--- src/rtl/acas_pkg.sv ---
// Shared types and constants of the aligned copy access splitter.
package acas_pkg;

    localparam int GROUP_W      = 13;
    localparam int ALIGN_W      = 3;
    localparam int ALIGN_MASK_W = 8;
    localparam int CFG_IDX_W    = 2;
    localparam int CFG_DATA_W   = 13;

    localparam logic [ALIGN_W-1:0] ALIGN_RESET = 3'd3;
    localparam logic [GROUP_W-1:0] GROUP_RESET = 13'd64;

    localparam logic [CFG_IDX_W-1:0] CFG_BODY_ALIGN  = 2'd0;
    localparam logic [CFG_IDX_W-1:0] CFG_GROUP_BYTES = 2'd1;

    localparam logic OP_LOAD = 1'b0;
    localparam logic OP_STEP = 1'b1;

    localparam logic KIND_SINGLE = 1'b0;
    localparam logic KIND_BODY   = 1'b1;

    typedef enum logic [1:0] {
        PH_IDLE = 2'd0,
        PH_HEAD = 2'd1,
        PH_TAIL = 2'd2
    } phase_t;

    typedef enum logic [1:0] {
        SZ_1 = 2'd0,
        SZ_2 = 2'd1,
        SZ_4 = 2'd2,
        SZ_8 = 2'd3
    } size_code_t;

    typedef enum logic [2:0] {
        S_IDLE = 3'b001,
        S_DIV  = 3'b010,
        S_EMIT = 3'b100
    } seq_state_t;

endpackage

--- src/rtl/acas_if.sv ---
// Channel interfaces: request, command and configuration write.
interface acas_req_if #(
    parameter int ADDR_W = 48,
    parameter int LEN_W  = 24
);
    logic              valid;
    logic              ready;
    logic              operation;
    logic [ADDR_W-1:0] dst_address;
    logic [ADDR_W-1:0] src_address;
    logic [LEN_W-1:0]  length;
    logic              direction;
    logic              body_enable;

    modport source (
        output valid, operation, dst_address, src_address, length, direction, body_enable,
        input  ready
    );
    modport sink (
        input  valid, operation, dst_address, src_address, length, direction, body_enable,
        output ready
    );
endinterface

interface acas_cmd_if #(
    parameter int ADDR_W = 48,
    parameter int LEN_W  = 24
);
    logic              valid;
    logic              ready;
    logic [ADDR_W-1:0] cmd_dst_address;
    logic [ADDR_W-1:0] cmd_src_address;
    logic              cmd_kind;
    logic [1:0]        access_size_code;
    logic [LEN_W-1:0]  body_length;
    logic              cmd_direction;
    logic              last;

    modport source (
        output valid, cmd_dst_address, cmd_src_address, cmd_kind, access_size_code,
               body_length, cmd_direction, last,
        input  ready
    );
    modport sink (
        input  valid, cmd_dst_address, cmd_src_address, cmd_kind, access_size_code,
               body_length, cmd_direction, last,
        output ready
    );
endinterface

interface acas_cfg_if;
    logic        valid;
    logic        ready;
    logic [1:0]  index;
    logic [12:0] data;

    modport source (output valid, index, data, input ready);
    modport sink (input valid, index, data, output ready);
endinterface

--- src/rtl/acas_size_pick.sv ---
// Single access size selection: largest aligned power of two up to 8 bytes that does not exceed the remaining length.
module acas_size_pick #(
    parameter int LEN_W = 24
) (
    input  logic [2:0]              dev_low,
    input  logic [LEN_W-1:0]        remaining,
    output acas_pkg::size_code_t    code
);
    import acas_pkg::*;

    always_comb
    begin
        priority if (remaining >= LEN_W'(8) && dev_low == 3'b000)
            code = SZ_8;
        else if (remaining >= LEN_W'(4) && dev_low[1:0] == 2'b00)
            code = SZ_4;
        else if (remaining >= LEN_W'(2) && dev_low[0] == 1'b0)
            code = SZ_2;
        else
            code = SZ_1;
    end

endmodule

--- src/rtl/acas_rem_unit.sv ---
// Iterative restoring remainder unit: one dividend bit per cycle.
module acas_rem_unit #(
    parameter int LEN_W = 24
) (
    input  logic                          clk,
    input  logic                          rst_n,
    input  logic                          start,
    input  logic [LEN_W-1:0]              dividend,
    input  logic [acas_pkg::GROUP_W-1:0]  divisor,
    output logic                          done,
    output logic [acas_pkg::GROUP_W-1:0]  remainder
);
    import acas_pkg::*;

    localparam int CNT_W = $clog2(LEN_W + 1);

    logic [GROUP_W-1:0] rem_reg, rem_next;
    logic [LEN_W-1:0]   quo_reg, quo_next;
    logic [CNT_W-1:0]   cnt_reg, cnt_next;
    logic               busy_reg, busy_next;
    logic               done_reg, done_next;
    logic [GROUP_W:0]   trial;
    logic [GROUP_W:0]   diff;

    // Shift in the next dividend bit and subtract when it fits.
    assign trial = {rem_reg, quo_reg[LEN_W-1]};
    assign diff  = trial - {1'b0, divisor};

    always_comb
    begin
        rem_next  = rem_reg;
        quo_next  = quo_reg;
        cnt_next  = cnt_reg;
        busy_next = busy_reg;
        done_next = 1'b0;
        if (start)
        begin
            rem_next  = '0;
            quo_next  = dividend;
            cnt_next  = CNT_W'(LEN_W);
            busy_next = 1'b1;
        end
        else if (busy_reg)
        begin
            if (trial >= {1'b0, divisor})
                rem_next = diff[GROUP_W-1:0];
            else
                rem_next = trial[GROUP_W-1:0];
            quo_next = {quo_reg[LEN_W-2:0], 1'b0};
            cnt_next = cnt_reg - CNT_W'(1);
            if (cnt_reg == CNT_W'(1))
            begin
                busy_next = 1'b0;
                done_next = 1'b1;
            end
        end
    end

    always_ff @(posedge clk or negedge rst_n)
    begin
        if (!rst_n)
        begin
            cnt_reg  <= '0;
            busy_reg <= 1'b0;
            done_reg <= 1'b0;
        end
        else
        begin
            cnt_reg  <= cnt_next;
            busy_reg <= busy_next;
            done_reg <= done_next;
        end
    end

    always_ff @(posedge clk)
    begin
        rem_reg <= rem_next;
        quo_reg <= quo_next;
    end

    assign done      = done_reg;
    assign remainder = rem_reg;

endmodule

--- src/rtl/aligned_copy_access_splitter_top.sv ---
// Aligned copy access splitter: turns a copy request into access commands.
// A load transfer only latches the request; a step that yields a single access
// passes accept (idle) and issue (emit); a step that yields the body block also
// waits in the divide state for the bit-serial remainder unit (one bit per cycle).
// One request item is in work at a time; the command register decouples issue.
// Reset (rst_n, async, active low): idle, no request, align log2 3, group 64.
module aligned_copy_access_splitter_top #(
    parameter int ADDR_W = 48,
    parameter int LEN_W  = 24
) (
    input  logic       clk,
    input  logic       rst_n,
    acas_req_if.sink   req,
    acas_cmd_if.source cmd,
    acas_cfg_if.sink   cfg
);
    import acas_pkg::*;

    localparam int CMP_W = (LEN_W > GROUP_W) ? LEN_W : GROUP_W;

    // Sequencer and request state.
    seq_state_t          state_reg, state_next;
    phase_t              phase_reg, phase_next;
    logic [ADDR_W-1:0]   cur_dst_reg, cur_dst_next;
    logic [ADDR_W-1:0]   cur_src_reg, cur_src_next;
    logic [LEN_W-1:0]    remaining_reg, remaining_next;
    logic                dir_reg, dir_next;
    logic                body_en_reg, body_en_next;
    logic                kind_reg, kind_next;

    // Configuration registers.
    logic [ALIGN_W-1:0]  align_reg;
    logic [GROUP_W-1:0]  group_reg;

    // Command output register.
    logic                cmd_valid_reg, cmd_valid_next;
    logic [ADDR_W-1:0]   out_dst_reg, out_dst_next;
    logic [ADDR_W-1:0]   out_src_reg, out_src_next;
    logic                out_kind_reg, out_kind_next;
    logic [1:0]          out_code_reg, out_code_next;
    logic [LEN_W-1:0]    out_blen_reg, out_blen_next;
    logic                out_dir_reg, out_dir_next;
    logic                out_last_reg, out_last_next;

    logic                req_fire;
    logic                cfg_fire;
    logic [ADDR_W-1:0]   dev_addr;
    logic [ALIGN_MASK_W-1:0] align_mask;
    logic                head_aligned;
    logic                body_go;
    logic                div_start;
    logic                div_done;
    logic [GROUP_W-1:0]  div_rem;
    size_code_t          size_code;
    logic [LEN_W-1:0]    blen;
    logic [LEN_W-1:0]    step_len;
    logic [LEN_W-1:0]    rem_after;

    assign req.ready = (state_reg == S_IDLE);
    assign req_fire  = req.valid && req.ready;
    assign cfg.ready = 1'b1;
    assign cfg_fire  = cfg.valid && cfg.ready;

    // The device side of the copy sets the alignment of every access.
    assign dev_addr = dir_reg ? cur_dst_reg : cur_src_reg;

    // Head ends once the device address meets the body alignment.
    assign align_mask   = (ALIGN_MASK_W'(1) << align_reg) - ALIGN_MASK_W'(1);
    assign head_aligned = (dev_addr[ALIGN_MASK_W-1:0] & align_mask) == '0;

    // Body only when enabled, group nonzero and at least one whole group remains.
    assign body_go = (phase_reg == PH_HEAD) && head_aligned && body_en_reg
                     && (group_reg != '0)
                     && (CMP_W'(remaining_reg) >= CMP_W'(group_reg));

    acas_rem_unit #(
        .LEN_W (LEN_W)
    ) u_rem (
        .clk       (clk),
        .rst_n     (rst_n),
        .start     (div_start),
        .dividend  (remaining_reg),
        .divisor   (group_reg),
        .done      (div_done),
        .remainder (div_rem)
    );

    acas_size_pick #(
        .LEN_W (LEN_W)
    ) u_size (
        .dev_low   (dev_addr[2:0]),
        .remaining (remaining_reg),
        .code      (size_code)
    );

    // Body length is the remaining count rounded down to whole groups.
    assign blen      = remaining_reg - LEN_W'(div_rem);
    assign step_len  = (kind_reg == KIND_BODY) ? blen : (LEN_W'(1) << size_code);
    assign rem_after = remaining_reg - step_len;

    always_comb
    begin
        state_next     = state_reg;
        phase_next     = phase_reg;
        cur_dst_next   = cur_dst_reg;
        cur_src_next   = cur_src_reg;
        remaining_next = remaining_reg;
        dir_next       = dir_reg;
        body_en_next   = body_en_reg;
        kind_next      = kind_reg;
        div_start      = 1'b0;

        cmd_valid_next = cmd_valid_reg;
        out_dst_next   = out_dst_reg;
        out_src_next   = out_src_reg;
        out_kind_next  = out_kind_reg;
        out_code_next  = out_code_reg;
        out_blen_next  = out_blen_reg;
        out_dir_next   = out_dir_reg;
        out_last_next  = out_last_reg;

        // Drop the command once the sink takes the transfer.
        if (cmd_valid_reg && cmd.ready)
            cmd_valid_next = 1'b0;

        unique case (state_reg)
            S_IDLE:
            begin
                if (req_fire)
                begin
                    if (req.operation == OP_LOAD)
                    begin
                        // Latch a new request; an empty one stays idle.
                        cur_dst_next   = req.dst_address;
                        cur_src_next   = req.src_address;
                        remaining_next = req.length;
                        dir_next       = req.direction;
                        body_en_next   = req.body_enable;
                        phase_next     = (req.length != '0) ? PH_HEAD : PH_IDLE;
                    end
                    else if (phase_reg == PH_IDLE || remaining_reg == '0)
                    begin
                        phase_next = PH_IDLE;
                    end
                    else
                    begin
                        if (phase_reg == PH_HEAD && head_aligned)
                            phase_next = PH_TAIL;
                        if (body_go)
                        begin
                            kind_next  = KIND_BODY;
                            div_start  = 1'b1;
                            state_next = S_DIV;
                        end
                        else
                        begin
                            kind_next  = KIND_SINGLE;
                            state_next = S_EMIT;
                        end
                    end
                end
            end

            S_DIV:
            begin
                // Hold until the remainder is ready.
                if (div_done)
                    state_next = S_EMIT;
            end

            S_EMIT:
            begin
                // Issue once the command register is free, then advance.
                if (!cmd_valid_reg || cmd.ready)
                begin
                    cmd_valid_next = 1'b1;
                    out_dst_next   = cur_dst_reg;
                    out_src_next   = cur_src_reg;
                    out_kind_next  = kind_reg;
                    out_code_next  = (kind_reg == KIND_BODY) ? SZ_1 : size_code;
                    out_blen_next  = (kind_reg == KIND_BODY) ? blen : '0;
                    out_dir_next   = dir_reg;
                    out_last_next  = (rem_after == '0);
                    cur_dst_next   = cur_dst_reg + ADDR_W'(step_len);
                    cur_src_next   = cur_src_reg + ADDR_W'(step_len);
                    remaining_next = rem_after;
                    if (rem_after == '0)
                        phase_next = PH_IDLE;
                    state_next = S_IDLE;
                end
            end

            default:
            begin
                state_next = S_IDLE;
            end
        endcase
    end

    always_ff @(posedge clk or negedge rst_n)
    begin
        if (!rst_n)
        begin
            state_reg     <= S_IDLE;
            phase_reg     <= PH_IDLE;
            cur_dst_reg   <= '0;
            cur_src_reg   <= '0;
            remaining_reg <= '0;
            dir_reg       <= 1'b0;
            body_en_reg   <= 1'b0;
            kind_reg      <= KIND_SINGLE;
            cmd_valid_reg <= 1'b0;
        end
        else
        begin
            state_reg     <= state_next;
            phase_reg     <= phase_next;
            cur_dst_reg   <= cur_dst_next;
            cur_src_reg   <= cur_src_next;
            remaining_reg <= remaining_next;
            dir_reg       <= dir_next;
            body_en_reg   <= body_en_next;
            kind_reg      <= kind_next;
            cmd_valid_reg <= cmd_valid_next;
        end
    end

    // Configuration writes; indexes beyond the register list are ignored.
    always_ff @(posedge clk or negedge rst_n)
    begin
        if (!rst_n)
        begin
            align_reg <= ALIGN_RESET;
            group_reg <= GROUP_RESET;
        end
        else if (cfg_fire)
        begin
            unique case (cfg.index)
                CFG_BODY_ALIGN:  align_reg <= cfg.data[ALIGN_W-1:0];
                CFG_GROUP_BYTES: group_reg <= cfg.data[GROUP_W-1:0];
                default:
                begin
                    align_reg <= align_reg;
                    group_reg <= group_reg;
                end
            endcase
        end
    end

    always_ff @(posedge clk)
    begin
        out_dst_reg  <= out_dst_next;
        out_src_reg  <= out_src_next;
        out_kind_reg <= out_kind_next;
        out_code_reg <= out_code_next;
        out_blen_reg <= out_blen_next;
        out_dir_reg  <= out_dir_next;
        out_last_reg <= out_last_next;
    end

    assign cmd.valid            = cmd_valid_reg;
    assign cmd.cmd_dst_address  = out_dst_reg;
    assign cmd.cmd_src_address  = out_src_reg;
    assign cmd.cmd_kind         = out_kind_reg;
    assign cmd.access_size_code = out_code_reg;
    assign cmd.body_length      = out_blen_reg;
    assign cmd.cmd_direction    = out_dir_reg;
    assign cmd.last             = out_last_reg;

endmodule
--- src/flat_wrapper.sv ---
// flat-port wrapper written by rule: the top's interface ports become plain ports
module aligned_copy_access_splitter_top_flat import acas_pkg::*;
#(
    parameter int ADDR_W = 48,
    parameter int LEN_W  = 24
)
  (clk, rst_n, req_valid, req_operation, req_dst_address, req_src_address, req_length, req_direction, req_body_enable, req_ready, cmd_valid, cmd_cmd_dst_address, cmd_cmd_src_address, cmd_cmd_kind, cmd_access_size_code, cmd_body_length, cmd_cmd_direction, cmd_last, cmd_ready, cfg_valid, cfg_index, cfg_data, cfg_ready);
  acas_req_if #(.ADDR_W(ADDR_W), .LEN_W(LEN_W)) req_i ();
  acas_cmd_if #(.ADDR_W(ADDR_W), .LEN_W(LEN_W)) cmd_i ();
  acas_cfg_if cfg_i ();
  input  logic clk;
  input  logic rst_n;
  input wire logic [$bits(req_i.valid)-1:0] req_valid;
  input wire logic [$bits(req_i.operation)-1:0] req_operation;
  input wire logic [$bits(req_i.dst_address)-1:0] req_dst_address;
  input wire logic [$bits(req_i.src_address)-1:0] req_src_address;
  input wire logic [$bits(req_i.length)-1:0] req_length;
  input wire logic [$bits(req_i.direction)-1:0] req_direction;
  input wire logic [$bits(req_i.body_enable)-1:0] req_body_enable;
  output wire logic [$bits(req_i.ready)-1:0] req_ready;
  output wire logic [$bits(cmd_i.valid)-1:0] cmd_valid;
  output wire logic [$bits(cmd_i.cmd_dst_address)-1:0] cmd_cmd_dst_address;
  output wire logic [$bits(cmd_i.cmd_src_address)-1:0] cmd_cmd_src_address;
  output wire logic [$bits(cmd_i.cmd_kind)-1:0] cmd_cmd_kind;
  output wire logic [$bits(cmd_i.access_size_code)-1:0] cmd_access_size_code;
  output wire logic [$bits(cmd_i.body_length)-1:0] cmd_body_length;
  output wire logic [$bits(cmd_i.cmd_direction)-1:0] cmd_cmd_direction;
  output wire logic [$bits(cmd_i.last)-1:0] cmd_last;
  input wire logic [$bits(cmd_i.ready)-1:0] cmd_ready;
  input wire logic [$bits(cfg_i.valid)-1:0] cfg_valid;
  input wire logic [$bits(cfg_i.index)-1:0] cfg_index;
  input wire logic [$bits(cfg_i.data)-1:0] cfg_data;
  output wire logic [$bits(cfg_i.ready)-1:0] cfg_ready;
  assign req_i.valid = req_valid;
  assign req_i.operation = req_operation;
  assign req_i.dst_address = req_dst_address;
  assign req_i.src_address = req_src_address;
  assign req_i.length = req_length;
  assign req_i.direction = req_direction;
  assign req_i.body_enable = req_body_enable;
  assign req_ready = req_i.ready;
  assign cmd_valid = cmd_i.valid;
  assign cmd_cmd_dst_address = cmd_i.cmd_dst_address;
  assign cmd_cmd_src_address = cmd_i.cmd_src_address;
  assign cmd_cmd_kind = cmd_i.cmd_kind;
  assign cmd_access_size_code = cmd_i.access_size_code;
  assign cmd_body_length = cmd_i.body_length;
  assign cmd_cmd_direction = cmd_i.cmd_direction;
  assign cmd_last = cmd_i.last;
  assign cmd_i.ready = cmd_ready;
  assign cfg_i.valid = cfg_valid;
  assign cfg_i.index = cfg_index;
  assign cfg_i.data = cfg_data;
  assign cfg_ready = cfg_i.ready;
  aligned_copy_access_splitter_top #(.ADDR_W(ADDR_W), .LEN_W(LEN_W)) u_core (.clk(clk), .rst_n(rst_n), .req(req_i), .cmd(cmd_i), .cfg(cfg_i));
endmodule
--- config.mk ---
export PLATFORM = sky130hd
export DESIGN_NAME = aligned_copy_access_splitter_top_flat
export DESIGN_NICKNAME = d
export VERILOG_FILES = /design/src/rtl/acas_pkg.sv /design/src/rtl/acas_if.sv /design/src/rtl/acas_size_pick.sv /design/src/rtl/acas_rem_unit.sv /design/src/rtl/aligned_copy_access_splitter_top.sv /design/src/flat_wrapper.sv
export SDC_FILE = /design/constraint.sdc
export NUM_CORES = 1
export LEC_CHECK = 0
export ABC_CLOCK_PERIOD_IN_PS = 10500
export BUFFER_PORTS_ARGS = -buffer_cell sky130_fd_sc_hd__buf_2
export CORE_MARGIN = 4
export CORE_UTILIZATION = 32
export CTS_CLUSTER_DIAMETER = 120
export DETAILED_ROUTE_END_ITERATION = 10
export SYNTH_ARGS = -nofsm -noshare
export SYNTH_HDL_FRONTEND = slang
export SYNTH_SLANG_ARGS = --single-unit
--- constraint.sdc ---
create_clock -name clk -period 10.5 [get_ports clk]
set_input_delay 2.1 -clock clk [delete_from_list [all_inputs] [get_ports clk]]
set_output_delay 2.1 -clock clk [all_outputs]
set_load 0.01 [all_outputs]
==> results.cfg <==
[sta]
min_period_ns = 6.80
rsz0062_at_grt = no
finalHoldViolCount = 0
setup_viol = 0
worst_pin_slew_ns = 1.10
fin_crit_sh_pct = 64.8
fmax_mhz = 147
skew_ns = 0.0272
max-slew-margin-rel_pct = 26.7
slew_viol_final = 0
tns_ns = 0

[clock_tree]
cts_tree = done
holdBufCountCts = 0
clock_latency_ns = 0.56
postCtsSetupBuffers = 0
cts_sinks = 314
clockBufferDepth = 3
cts-resized-gates = 0
cts_max_level = 2
cts_buffers = 37
cts-root-buf = clkbuf_16
clk_pin_slew_ns = 0.06

[grt]
grt_max_degree = 99
grt_pass1_vias = 16032
grt_pass1_wl_um = 94200
track_usage_pct = 18.8
grt_overflow = 0
antenna_found_initial = 11

[setup_path]
crit_slowest_cell = a2111oi_0
crit_path_max_incr_delay_ns = 0.65
path_delay_family = compound AO/OA/AOI/OAI gates
crit_path_start = u_core.remaining_reg[16]
start_kind = flop
setup.worst_path.end = u_core.cur_src_reg[44]
cp_cell_sequence = or3_1 -> or4_1 -> nor3_1 -> nand3b_1 -> nor3_1 -> mux2i_1 -> a21oi_1 -> a211oi_1 -> ha_1 -> fa_1 -> a21o_1 -> a21oi_1 -> o21bai_1 -> a2111oi_0 -> o31ai_1 -> a221o_1 -> a22o_1 -> o21ba_2 -> and4_1 -> a311oi_1 -> a311oi_1
end_kind = flop
crit_type = reg2reg
ff2ff_setup_slack_ns = 3.70
critPathRequiredTime_ns = 10.89
reg2regPathDepth = 21
worstReg2RegStart = u_core.remaining_reg[16]
timing.rr.end = u_core.cur_src_reg[44]
cp.depth = 21
worstPathArrival_ns = 7.20
cp_num_buf_inv = 0
crit_fanout = 11

[power_and_ir_drop]
ir_drop_mv = 0.110
powerDensity_nw_per_um2 = 265
p_total_mw = 5.90
p_sw_share_pct = 41.0
p_leak_nw = 9.43
seqPwrFrac_pct = 34.5
p_int_mw = 3.49
combPwrFrac_pct = 42.1
switchingPower_mw = 2.42
power_frac_clock_pct = 23.4

[cells_and_area]
fin_util_pct = 38.3
fillers = 5834
seq_area_sq_um = 8540
fin_area_sq_um = 22200
nets = 2453
stdcell_count = 3003
area_growth_pct = 17.6
multiInputGateArea_sq_um = 9700
drive_above_1_share_pct = 19.5

[floorplanning]
die_area_sq_um = 63000
die_width_um = 251
start_util_pct = 32.5
num_rows = 88
ios = 271
die_h_um = 251
core_area_sq_um = 58100

[synth]
avgSynthCellArea_sq_um = 9.57
synth_flop_cell = edfxtp_1
post-synth-top-count-cell = nor2_1
syn-num-nets = 2227
synth_edf_count = 149
yosysTopAreaCellShare_pct = 23.7
ys_warn_count = 0
ys_types = 98
synth.area.top_cells = edfxtp_1 (24%), dfrtp_1 (20%), ha_1 (6.8%), a21oi_1 (4.8%), nor2_1 (4.5%)
synth-async-reset-ratio_pct = 48.4
synth.cell_area_sq_um = 18900
synth_top_area_cell = edfxtp_1
ys_ff_latch = 314
synthTopCellsByCount = nor2_1 (227), a21oi_1 (180), nand2_1 (164)
ys_seq_area_share_pct = 45.2
netlist_instances = 1976

[drt]
postRouteAntennaNets = 0
dr.pass1.iters = 5
route.vias.total = 16218
totalWireLength_um = 61400
remaining_drc_errors = 0
wl_per_cell_um = 20.4
drt_iter0_markers = 1255
vias_per_cell = 5.40

[place]
dp_cells = 2928
placed_area_sq_um = 20900
portBuffers = 269
hpwl_um = 45900
routabilityCongestion = 0.930

[run]
drv_cap = 0

[min_path]
min_path_type = reg2reg

[run_status]
status = finished clean
-- cell families (layout without fill, tap and decap cells) --
logic type	after synthesis	count (layout)	share of synthesized area [%]
mux	57	57	3.30
simple gates	657	657	16.7
xor+xnor	93	93	4.31
fa+ha+maj	108	108	7.34
compound gates	576	576	19.5
other cells	1	9	0.0198
flops	314	314	45.2
buf+inv	170	424	3.69
-- cells in the final DEF (no fill, tap or decap), drive strengths merged, types with 16 or more instances in the layout --
cell / count
a211oi: 23
a21o: 58
a21oi: 180
a31oi: 34
and2: 18
and3: 26
buf: 283
clkbuf: 46
dfrtp: 148
edfxtp: 149
ha: 103
inv: 75
mux2: 43
nand2: 167
nand2b: 21
nand3: 59
nand4: 22
nor2: 227
nor2b: 16
nor3: 27
nor4: 16
o21a: 17
o21ai: 119
o22ai: 19
or3: 18
xnor2: 50
xor2: 43
-- worst min-delay path by stage --
stage                           startpoint                             end  cells after the start
floorplan                   u_core.dir_reg        u_core.cmd.cmd_direction                      0
global placement    u_core.cur_dst_reg[42]  u_core.cmd.cmd_dst_address[42]                      0
CTS                 u_core.cur_dst_reg[42]  u_core.cmd.cmd_dst_address[42]                      0
detailed placement  u_core.cur_dst_reg[42]  u_core.cmd.cmd_dst_address[42]                      0
global route        u_core.cur_dst_reg[42]  u_core.cmd.cmd_dst_address[42]                      0
finish              u_core.cur_src_reg[23]  u_core.cmd.cmd_src_address[23]                      0
-- routing by layer --
layer  track usage, %  part of all wire, %  vias up
li1                 -                    -     7719
met1             25.1                   44     7849
met2             30.8                   47      527
met3             3.19                  5.6      117
met4             7.13                  3.6        6
met5                0                0.046        -
-- power groups by stage --
| stage | clock, mW | sequential, mW | combinational, mW |
|---|---|---|---|
| floorplan | 0 | 1.86 | 1.94 |
| global placement | 0 | 2.04 | 2.40 |
| detailed placement | 0 | 2.05 | 2.45 |
| CTS | 1.41 | 2.03 | 2.47 |
| global route | 1.45 | 2.08 | 2.80 |
| finish | 1.38 | 2.04 | 2.49 |
-- final cells by class --
cell class                      instances  area share [%]
Multi-Input combinational cell       1492            43.6
Tap cell                              765            4.30
Clock inverter                         21            1.24
Inverter                               74            1.27
Sequential cell                       314            38.4
Timing Repair Buffer                  283            6.55
Antenna cell                            8          0.0900
Clock buffer                           46            4.54
-- stage by stage --
| stage | hold WS (ns) | setup WS, ns |
|---|---|---|
| 6_report | 0.488 | 3.70 |
| 5_1_grt | 0.477 | 3.13 |
| 4_1_cts | 0.472 | 3.72 |
| 3_5_place_dp | 0.460 | 3.80 |
| 3_3_place_gp | 0.455 | 3.89 |
| 2_1_floorplan | 0.423 | 3.53 |
No activity file was read; power rests on OpenSTA's default activity.
